<file path="config.mk">
export PLATFORM = sky130hd
export DESIGN_NAME = triangle_tile_binner_core
export DESIGN_NICKNAME = d
export VERILOG_FILES = /design/src/hdl/ttb_pkg.sv /design/src/hdl/triangle_tile_binner_core.sv
export VERILOG_INCLUDE_DIRS = /design/src /design/src/hdl
export SDC_FILE = /design/constraint.sdc
export NUM_CORES = 2
export LEC_CHECK = 0
export CAP_MARGIN = 20
export CORE_MARGIN = 10
export CORE_UTILIZATION = 65
export CTS_CLUSTER_DIAMETER = 200
export DETAILED_ROUTE_END_ITERATION = 8
export DONT_BUFFER_PORTS = 1
export PLACE_DENSITY_LB_ADDON = 0.15
export RECOVER_POWER = 25
export SLEW_MARGIN = 40
export SYNTH_ARGS = -nofsm -noshare
export SYNTH_HDL_FRONTEND = slang
export SYNTH_SLANG_ARGS = --single-unit
</file>
<file path="constraint.sdc">
create_clock -name clk -period 23.1 [get_ports clk]
set_clock_uncertainty 0.15 [all_clocks]
set_input_delay 2.31 -clock clk [delete_from_list [all_inputs] [get_ports clk]]
set_output_delay 2.31 -clock clk [all_outputs]
set_load 0.1 [all_outputs]
</file>
<file path="src/hdl/triangle_tile_binner_core_macros.svh">
// ----------------------------------------------------------------------------
// Assertion macros for the triangle tile binner
// Shorthand for clocked properties sampled on clk and disabled in reset.
// ----------------------------------------------------------------------------
`ifndef TRIANGLE_TILE_BINNER_CORE_MACROS_SVH
`define TRIANGLE_TILE_BINNER_CORE_MACROS_SVH

// Consequent must hold in the same cycle as the antecedent.
`define TTB_ASSERT_SAME(label, ante, cons, msg) \
  label: assert property (@(posedge clk) disable iff (rst) (ante) |-> (cons)) \
    else $error(msg);

// Consequent must hold in the cycle after the antecedent.
`define TTB_ASSERT_NEXT(label, ante, cons, msg) \
  label: assert property (@(posedge clk) disable iff (rst) (ante) |=> (cons)) \
    else $error(msg);

`endif

</file>
<file path="src/hdl/ttb_pkg.sv">
// ----------------------------------------------------------------------------
// Triangle tile binner package
// Word types, register codes, state encoding and fixed constants.
// ----------------------------------------------------------------------------
`default_nettype none

package ttb_pkg;

  localparam int COORD_W   = 24;
  localparam int FRAC_BITS = 24;
  localparam int INV_W     = 24;
  localparam int MUL_W     = COORD_W + INV_W;
  localparam int DIM_REG_W = 11;
  localparam int TILE_W    = 20;
  localparam int FACET_W   = 16;
  localparam int NUM_SLOTS = 6;
  localparam int SLOT_W    = 3;
  localparam int CFG_IDX_W = 2;

  localparam logic [3:0] OC_LEFT  = 4'b0001;
  localparam logic [3:0] OC_BELOW = 4'b0010;
  localparam logic [3:0] OC_RIGHT = 4'b0100;
  localparam logic [3:0] OC_ABOVE = 4'b1000;

  localparam logic [1:0] EDGE_VERTEX [6] = '{2'd0, 2'd1, 2'd2, 2'd0, 2'd1, 2'd2};

  typedef enum logic [CFG_IDX_W-1:0] {
    CFG_GRID_WIDTH    = 2'd0,
    CFG_GRID_HEIGHT   = 2'd1,
    CFG_INV_CELL_SIZE = 2'd2
  } cfg_reg_t;

  typedef enum logic [2:0] {
    S_IDLE,
    S_MUL,
    S_CLAMP,
    S_BASE,
    S_SETUP,
    S_WALK,
    S_FLUSH
  } state_t;

  typedef struct packed {
    logic [FACET_W-1:0] facet_index;
    logic [COORD_W-1:0] v0_x;
    logic [COORD_W-1:0] v0_z;
    logic [COORD_W-1:0] v1_x;
    logic [COORD_W-1:0] v1_z;
    logic [COORD_W-1:0] v2_x;
    logic [COORD_W-1:0] v2_z;
  } tri_word_t;

  typedef struct packed {
    logic [TILE_W-1:0]  tile_index;
    logic [FACET_W-1:0] owner_facet;
    logic               last_tile;
    logic               span_overflow;
  } tile_word_t;

endpackage

`default_nettype wire

</file>
<file path="src/hdl/triangle_tile_binner_core.sv">
// ----------------------------------------------------------------------------
// Triangle tile binner core
// Scales a ground-plane triangle to cell units, bounds it, and walks the
// box emitting every cell that passes the edge outcode test.
// ----------------------------------------------------------------------------
//  channel  | direction | handshake            | word
//  ---------+-----------+----------------------+------------------------------
//  tri      | in        | tri_valid/tri_stall  | tri_word_t, one triangle
//  tile     | out       | tile_valid/tile_stall| tile_word_t, one binned cell
//  cfg      | in        | cfg_valid/cfg_ready  | cfg_index, cfg_data
//
//  One shared 24x24 multiplier scales the six coordinates and then forms
//  the first row base (minz times the grid width) in the base state.
//  A single-cell or oversized box then emits its word; otherwise the walk
//  tests one cell per unstalled cycle; the flush state releases the last word.
//  Reset is synchronous; the registers return to width 1, height 1, scale 2^-8.
//  A stalled tile output freezes the walk; the tri channel stalls until done.
`default_nettype none

`include "triangle_tile_binner_core_macros.svh"

module triangle_tile_binner_core #(
  parameter int MAX_SPAN = 8,
  parameter int GRID_MAX = 1024
) (
  input  wire logic                            clk,
  input  wire logic                            rst,
  input  wire logic                            tri_valid,
  output      logic                            tri_stall,
  input  wire ttb_pkg::tri_word_t              tri_word,
  output      logic                            tile_valid,
  input  wire logic                            tile_stall,
  output      ttb_pkg::tile_word_t             tile_word,
  input  wire logic                            cfg_valid,
  output      logic                            cfg_ready,
  input  wire logic [ttb_pkg::CFG_IDX_W-1:0]   cfg_index,
  input  wire logic [ttb_pkg::INV_W-1:0]       cfg_data
);

  import ttb_pkg::*;

  localparam int DIM_W = $clog2(GRID_MAX);
  localparam int WD    = $clog2(GRID_MAX + 1);

  state_t state, state_next;

  logic [DIM_REG_W-1:0] grid_width, grid_height;
  logic [INV_W-1:0]     inv_cell_size;

  tri_word_t           tri_q;
  logic [SLOT_W-1:0]   cnt;
  logic [SLOT_W-1:0]   slot;
  logic [MUL_W-1:0]    prod;
  logic [COORD_W-1:0]  mul_a, mul_b;
  logic [COORD_W-1:0]  coord_cell [NUM_SLOTS];
  logic                frac [NUM_SLOTS];
  logic [COORD_W-1:0]  bminx, bmaxx, bminz, bmaxz;
  logic [DIM_W-1:0]    minx, maxx, minz, maxz;
  logic [DIM_W-1:0]    col, row;
  logic [TILE_W-1:0]   row_base;
  logic                pend_valid;
  logic [TILE_W-1:0]   pend_tile;

  logic [WD-1:0]       w_eff, h_eff, w_m1, h_m1;
  logic [COORD_W-1:0]  prod_cell;
  logic                out_free, single, over, hit, emit;
  tile_word_t          emit_word;
  logic [3:0]          code [3];
  logic [COORD_W-1:0]  colx, col1, rowz, row1;

  assign cfg_ready = 1'b1;
  assign tri_stall = (state != S_IDLE);
  assign out_free  = !tile_valid || !tile_stall;
  assign slot      = cnt - SLOT_W'(1);
  assign prod_cell = prod[MUL_W-1:FRAC_BITS];

  always_comb begin
    if (grid_width == '0) begin
      w_eff = WD'(1);
    end else if (32'(grid_width) > 32'(GRID_MAX)) begin
      w_eff = WD'(GRID_MAX);
    end else begin
      w_eff = WD'(grid_width);
    end
    if (grid_height == '0) begin
      h_eff = WD'(1);
    end else if (32'(grid_height) > 32'(GRID_MAX)) begin
      h_eff = WD'(GRID_MAX);
    end else begin
      h_eff = WD'(grid_height);
    end
    w_m1 = w_eff - WD'(1);
    h_m1 = h_eff - WD'(1);
  end

  always_comb begin
    mul_a = '0;
    mul_b = inv_cell_size;
    if (state == S_BASE) begin
      mul_a = COORD_W'(minz);
      mul_b = COORD_W'(w_eff);
    end else begin
      case (cnt)
        3'd0:    mul_a = tri_q.v0_x;
        3'd1:    mul_a = tri_q.v0_z;
        3'd2:    mul_a = tri_q.v1_x;
        3'd3:    mul_a = tri_q.v1_z;
        3'd4:    mul_a = tri_q.v2_x;
        3'd5:    mul_a = tri_q.v2_z;
        default: mul_a = '0;
      endcase
    end
  end

  always_comb begin
    colx = COORD_W'(col);
    col1 = colx + COORD_W'(1);
    rowz = COORD_W'(row);
    row1 = rowz + COORD_W'(1);
    for (int v = 0; v < 3; v++) begin
      code[v] = '0;
      if (coord_cell[2*v] < colx) code[v] = code[v] | OC_LEFT;
      if (coord_cell[2*v+1] < rowz) code[v] = code[v] | OC_BELOW;
      if (coord_cell[2*v] > col1 || (coord_cell[2*v] == col1 && frac[2*v])) begin
        code[v] = code[v] | OC_RIGHT;
      end
      if (coord_cell[2*v+1] > row1 || (coord_cell[2*v+1] == row1 && frac[2*v+1])) begin
        code[v] = code[v] | OC_ABOVE;
      end
    end
    hit = 1'b0;
    for (int e = 0; e < 3; e++) begin
      if ((code[EDGE_VERTEX[e]] & code[EDGE_VERTEX[e+1]]) == 4'b0000) hit = 1'b1;
    end
  end

  assign single = (minx == maxx) && (minz == maxz);
  assign over   = !single && ((32'(maxx) - 32'(minx) >= 32'(MAX_SPAN)) ||
                              (32'(maxz) - 32'(minz) >= 32'(MAX_SPAN)));

  always_ff @(posedge clk) begin
    if (rst) begin
      state <= S_IDLE;
    end else begin
      state <= state_next;
    end
  end

  always_comb begin
    state_next = state;
    emit       = 1'b0;
    emit_word  = '{tile_index: pend_tile, owner_facet: tri_q.facet_index,
                   last_tile: 1'b0, span_overflow: 1'b0};
    unique case (state)
      S_IDLE: begin
        if (tri_valid) state_next = S_MUL;
      end
      S_MUL: begin
        if (cnt == SLOT_W'(NUM_SLOTS)) state_next = S_CLAMP;
      end
      S_CLAMP: state_next = S_BASE;
      S_BASE:  state_next = S_SETUP;
      S_SETUP: begin
        if (single || over) begin
          if (out_free) begin
            emit                    = 1'b1;
            emit_word.tile_index    = over ? '0 : prod[TILE_W-1:0] + TILE_W'(minx);
            emit_word.last_tile     = 1'b1;
            emit_word.span_overflow = over;
            state_next              = S_IDLE;
          end
        end else begin
          state_next = S_WALK;
        end
      end
      S_WALK: begin
        if (out_free) begin
          emit = hit && pend_valid;
          if (col == maxx && row == maxz) state_next = S_FLUSH;
        end
      end
      S_FLUSH: begin
        if (!pend_valid) begin
          state_next = S_IDLE;
        end else if (out_free) begin
          emit                = 1'b1;
          emit_word.last_tile = 1'b1;
          state_next          = S_IDLE;
        end
      end
      default: state_next = S_IDLE;
    endcase
  end

  always_ff @(posedge clk) begin
    if (rst) begin
      grid_width    <= DIM_REG_W'(1);
      grid_height   <= DIM_REG_W'(1);
      inv_cell_size <= INV_W'(65536);
    end else if (cfg_valid && cfg_ready) begin
      unique case (cfg_index)
        CFG_GRID_WIDTH:    grid_width    <= cfg_data[DIM_REG_W-1:0];
        CFG_GRID_HEIGHT:   grid_height   <= cfg_data[DIM_REG_W-1:0];
        CFG_INV_CELL_SIZE: inv_cell_size <= cfg_data;
        default: ;
      endcase
    end
  end

  always_ff @(posedge clk) begin
    if (rst) begin
      tile_valid <= 1'b0;
    end else if (emit) begin
      tile_valid <= 1'b1;
    end else if (!tile_stall) begin
      tile_valid <= 1'b0;
    end
  end

  always_ff @(posedge clk) begin
    if (emit) tile_word <= emit_word;
  end

  always_ff @(posedge clk) begin
    if (rst) begin
      pend_valid <= 1'b0;
    end else if (state == S_WALK && out_free && hit) begin
      pend_valid <= 1'b1;
    end else if (state == S_FLUSH && state_next == S_IDLE) begin
      pend_valid <= 1'b0;
    end
  end

  always_ff @(posedge clk) begin
    case (state)
      S_IDLE: begin
        if (tri_valid) begin
          tri_q <= tri_word;
          cnt   <= '0;
        end
      end
      S_MUL: begin
        cnt <= cnt + SLOT_W'(1);
        if (cnt < SLOT_W'(NUM_SLOTS)) prod <= mul_a * mul_b;
        if (cnt != '0) begin
          coord_cell[slot] <= prod_cell;
          frac[slot]       <= |prod[FRAC_BITS-1:0];
          if (slot == SLOT_W'(0)) begin
            bminx <= prod_cell;
            bmaxx <= prod_cell;
          end else if (slot == SLOT_W'(1)) begin
            bminz <= prod_cell;
            bmaxz <= prod_cell;
          end else if (!slot[0]) begin
            if (prod_cell < bminx) bminx <= prod_cell;
            if (prod_cell > bmaxx) bmaxx <= prod_cell;
          end else begin
            if (prod_cell < bminz) bminz <= prod_cell;
            if (prod_cell > bmaxz) bmaxz <= prod_cell;
          end
        end
      end
      S_CLAMP: begin
        minx <= (bminx > COORD_W'(w_m1)) ? DIM_W'(w_m1) : DIM_W'(bminx);
        maxx <= (bmaxx > COORD_W'(w_m1)) ? DIM_W'(w_m1) : DIM_W'(bmaxx);
        minz <= (bminz > COORD_W'(h_m1)) ? DIM_W'(h_m1) : DIM_W'(bminz);
        maxz <= (bmaxz > COORD_W'(h_m1)) ? DIM_W'(h_m1) : DIM_W'(bmaxz);
      end
      S_BASE: begin
        prod <= mul_a * mul_b;
      end
      S_SETUP: begin
        col      <= minx;
        row      <= minz;
        row_base <= prod[TILE_W-1:0];
      end
      S_WALK: begin
        if (out_free) begin
          if (hit) pend_tile <= row_base + TILE_W'(col);
          if (col == maxx) begin
            col <= minx;
            if (row != maxz) begin
              row      <= row + DIM_W'(1);
              row_base <= row_base + TILE_W'(w_eff);
            end
          end else begin
            col <= col + DIM_W'(1);
          end
        end
      end
      default: ;
    endcase
  end

  `TTB_ASSERT_SAME(a_overflow_word, tile_valid && tile_word.span_overflow, tile_word.last_tile && tile_word.tile_index == '0, "overflow word must be last with tile 0")
  `TTB_ASSERT_SAME(a_walk_in_box, state == S_WALK, col >= minx && col <= maxx && row >= minz && row <= maxz, "walk position left the box")
  `TTB_ASSERT_SAME(a_pend_in_walk, pend_valid, state == S_WALK || state == S_FLUSH, "pending tile outside the walk")
  `TTB_ASSERT_NEXT(a_accept_starts, tri_valid && !tri_stall, state == S_MUL && cnt == '0, "accepted triangle did not start scaling")

endmodule

`default_nettype wire
</file>
==> metrics <==
run status finished with violations; failing checks max-capacitance violations; final hold viol count 0; Longest Clk Path Bufs 3; r2r setup slk 12.38 ns; final setup vio count 0; Synth warnings 0; EDFF count, synth 595; Leakage 0.0249 uW; later-pin clock latency in the skew report 0.67 ns; Worst Hold Launch emit_word[5]; period utilization 46.4%; Syn Nets ~6000; total wire length roughly 150000 um; slowest CP cell clkbuf_1; count of pins over their slew limit 0; commonest non-fill, non-tap cell in the layout inv_1; Max-slew headroom less than 1%; starting density of the core 65.3%; drt first pass iters 5; Area contributors post-synth edfxtp_1 (35%), fa_1 (19%), ha_1 (12%); WHS 0.269 ns; total CTS buffers 70; peak per-stage delay on the critical path ~1.1 ns; Routed Antenna Nets 0; R2R depth 30; synthesis-to-finish area growth 9.48%; Congestion Overflow GR 0; DR vias 37220; pin count of the biggest net entering global routing 89; RD Place Congestion 0.993; DP Area around 54000 um2; CP Class register to register; Arr. time, crit path 10.95 ns; first-pass GRT wire length 229000 um; First DRT Iteration DRCs 3500; Synth async-reset ratio 0%; Synth area leader edfxtp_1; post-synth top area share 34.7%; share of layout cells above drive strength 1 5.88%; syn_area_per_cell 10.5 um2; Cells after Synth 4880; PostCTS Resize Cnt 0; routed vias/inst 6.18; reg2reg start cnt[2]; slew of the pin with the lowest slew margin 1.49 ns; crit path launch type register; clock slew at reported path FFs 0.06 ns; cts hold-fix bufs 0; initial antenna violation count 9; Die ar. 90800 um2; Rows 103; Ports 232; drt wl/cell between 20 and 30 um; Min-Delay Path Class register to register; final instance area around 56000 um2; most frequent cells in the layout inv_1 (814), edfxtp_1 (595), nand2_1 (583), ha_1 (501), fa_1 (485); number of global-route vias before repair 37973; DPL Wire Length 118000 um; Post CTS Setup Buffer Count 0; Synth Flop Type edfxtp_1; CORE AREA a little under 80000 um2; CTS sink count 646; Unique masters post-synth 84; max-capacitance violation count 1; Critical Path RT 23.33 ns; fin nets 6093; Hold Crit Endpoint tile_word[5]; power per standard cell area 74.9 nW/um2; post-route setup TNS 0 ns; hold path depth 0; Worst Path Max Fanout 32; min Tclk post-route 10.72 ns; Clock Tree Root clkbuf_16; Max IR drop VDD 0.0866 mV; CTS tree done; post-synthesis register bit count 646; sequential area share after synthesis 36.7%; unrepaired setup endpoints after global routing false; residual DRC count 0; Die H 301 um; Die X 301 um; cell area after synthesis about 51000 um2; H-tree levels 3; Critical R2R Capture prod[40]; I/O Buffers 0; Worst setup EP type register; All-Layer GR Usage approximately 34%; Max Clk Rate between 90 and 100 MHz
final cells by class:
type	instances	area (um2)
inverters	814	3060
multi-input cells	3274	29100
well taps	1050	1310
diodes	8	20.0
flip-flops and latches	646	18900
clock inverters	44	609
fillers	5659	22400
clock buffers	79	1810
repair buffers	110	1480
worst max-delay path, delay by kind of cell (launching register included):
kind	cells	cell delay (ns)
fa+ha+maj	9	4.28
compound gates	5	1.93
buf+inv	9	1.90
simple gates	6	1.47
flops	1	0.48
mux	1	0.22
registers in the layout, summed over array words and instances (netlist names), 3 cells and up:
name and count:
prod 48, coord_cell 144, inv_cell_size 24, bmaxz 24
maxx 10, pend_tile 20, minz 10, state 3
bmaxx 24, tri_q 144, bminz 24, tile_word 38
grid_width 11, row_base 20, emit_word 16, grid_height 11
bminx 24, maxz 10, col 10, row 10
minx 10, frac 6, cnt 3
where the power goes:
group          internal [uW]  switching, uW
logic                    520            967
clock network            676            502
registers               1440            113
total                   2630           1580
kinds of logic after synthesis:
group / share of synthesized area, %
simple gates: 12.6
buf+inv: 7.03
mux: 1.60
flops: 36.7
xor+xnor: 2.38
fa+ha+maj: 31.1
compound gates: 8.62
other cells: 0.00729
how the worst max path moves through the flow:
stage          slack, ns  depth (start not counted)       from       endpoint
2_1_floorplan      13.30                          2  tri_valid  emit_word[10]
3_3_place_gp       13.31                         31     cnt[0]       prod[37]
3_5_place_dp       13.31                         32     cnt[0]       prod[37]
4_1_cts            13.24                         32     cnt[0]       prod[37]
5_1_grt            12.07                         30     cnt[2]       prod[40]
6_report           12.38                         30     cnt[2]       prod[40]
Yosys cell counts (50+ instances only):
cell type,count
edfxtp_1,595
inv_1,814
dfxtp_1,51
ha_1,501
nor4_1,50
o21ai_0,138
fa_1,485
nand3_1,92
and3_1,52
nor2_1,311
mux2i_1,55
clkbuf_1,128
and2_1,53
xnor2_1,96
a21oi_1,169
nand2_1,586
a21o_1,92
routing by layer:
layer	global-route usage (%)	wire [um]
met1	41.6	56700
met2	54.0	70200
met3	9.24	16600
met4	16.6	9050
met5	0	17
per-stage QoR:
stage	std cells	power, uW	worst slack, ns	utilization (%)
floorplan	4880	2530	13.30	-
global placement	5852	2990	13.31	67.1
detailed placement	5890	3030	13.31	68.3
CTS	6013	4200	13.24	71.4
global route	6023	4440	12.07	71.5
finish	6025	4220	12.38	71.5
Note: power is estimated with default switching activity, not from simulation.
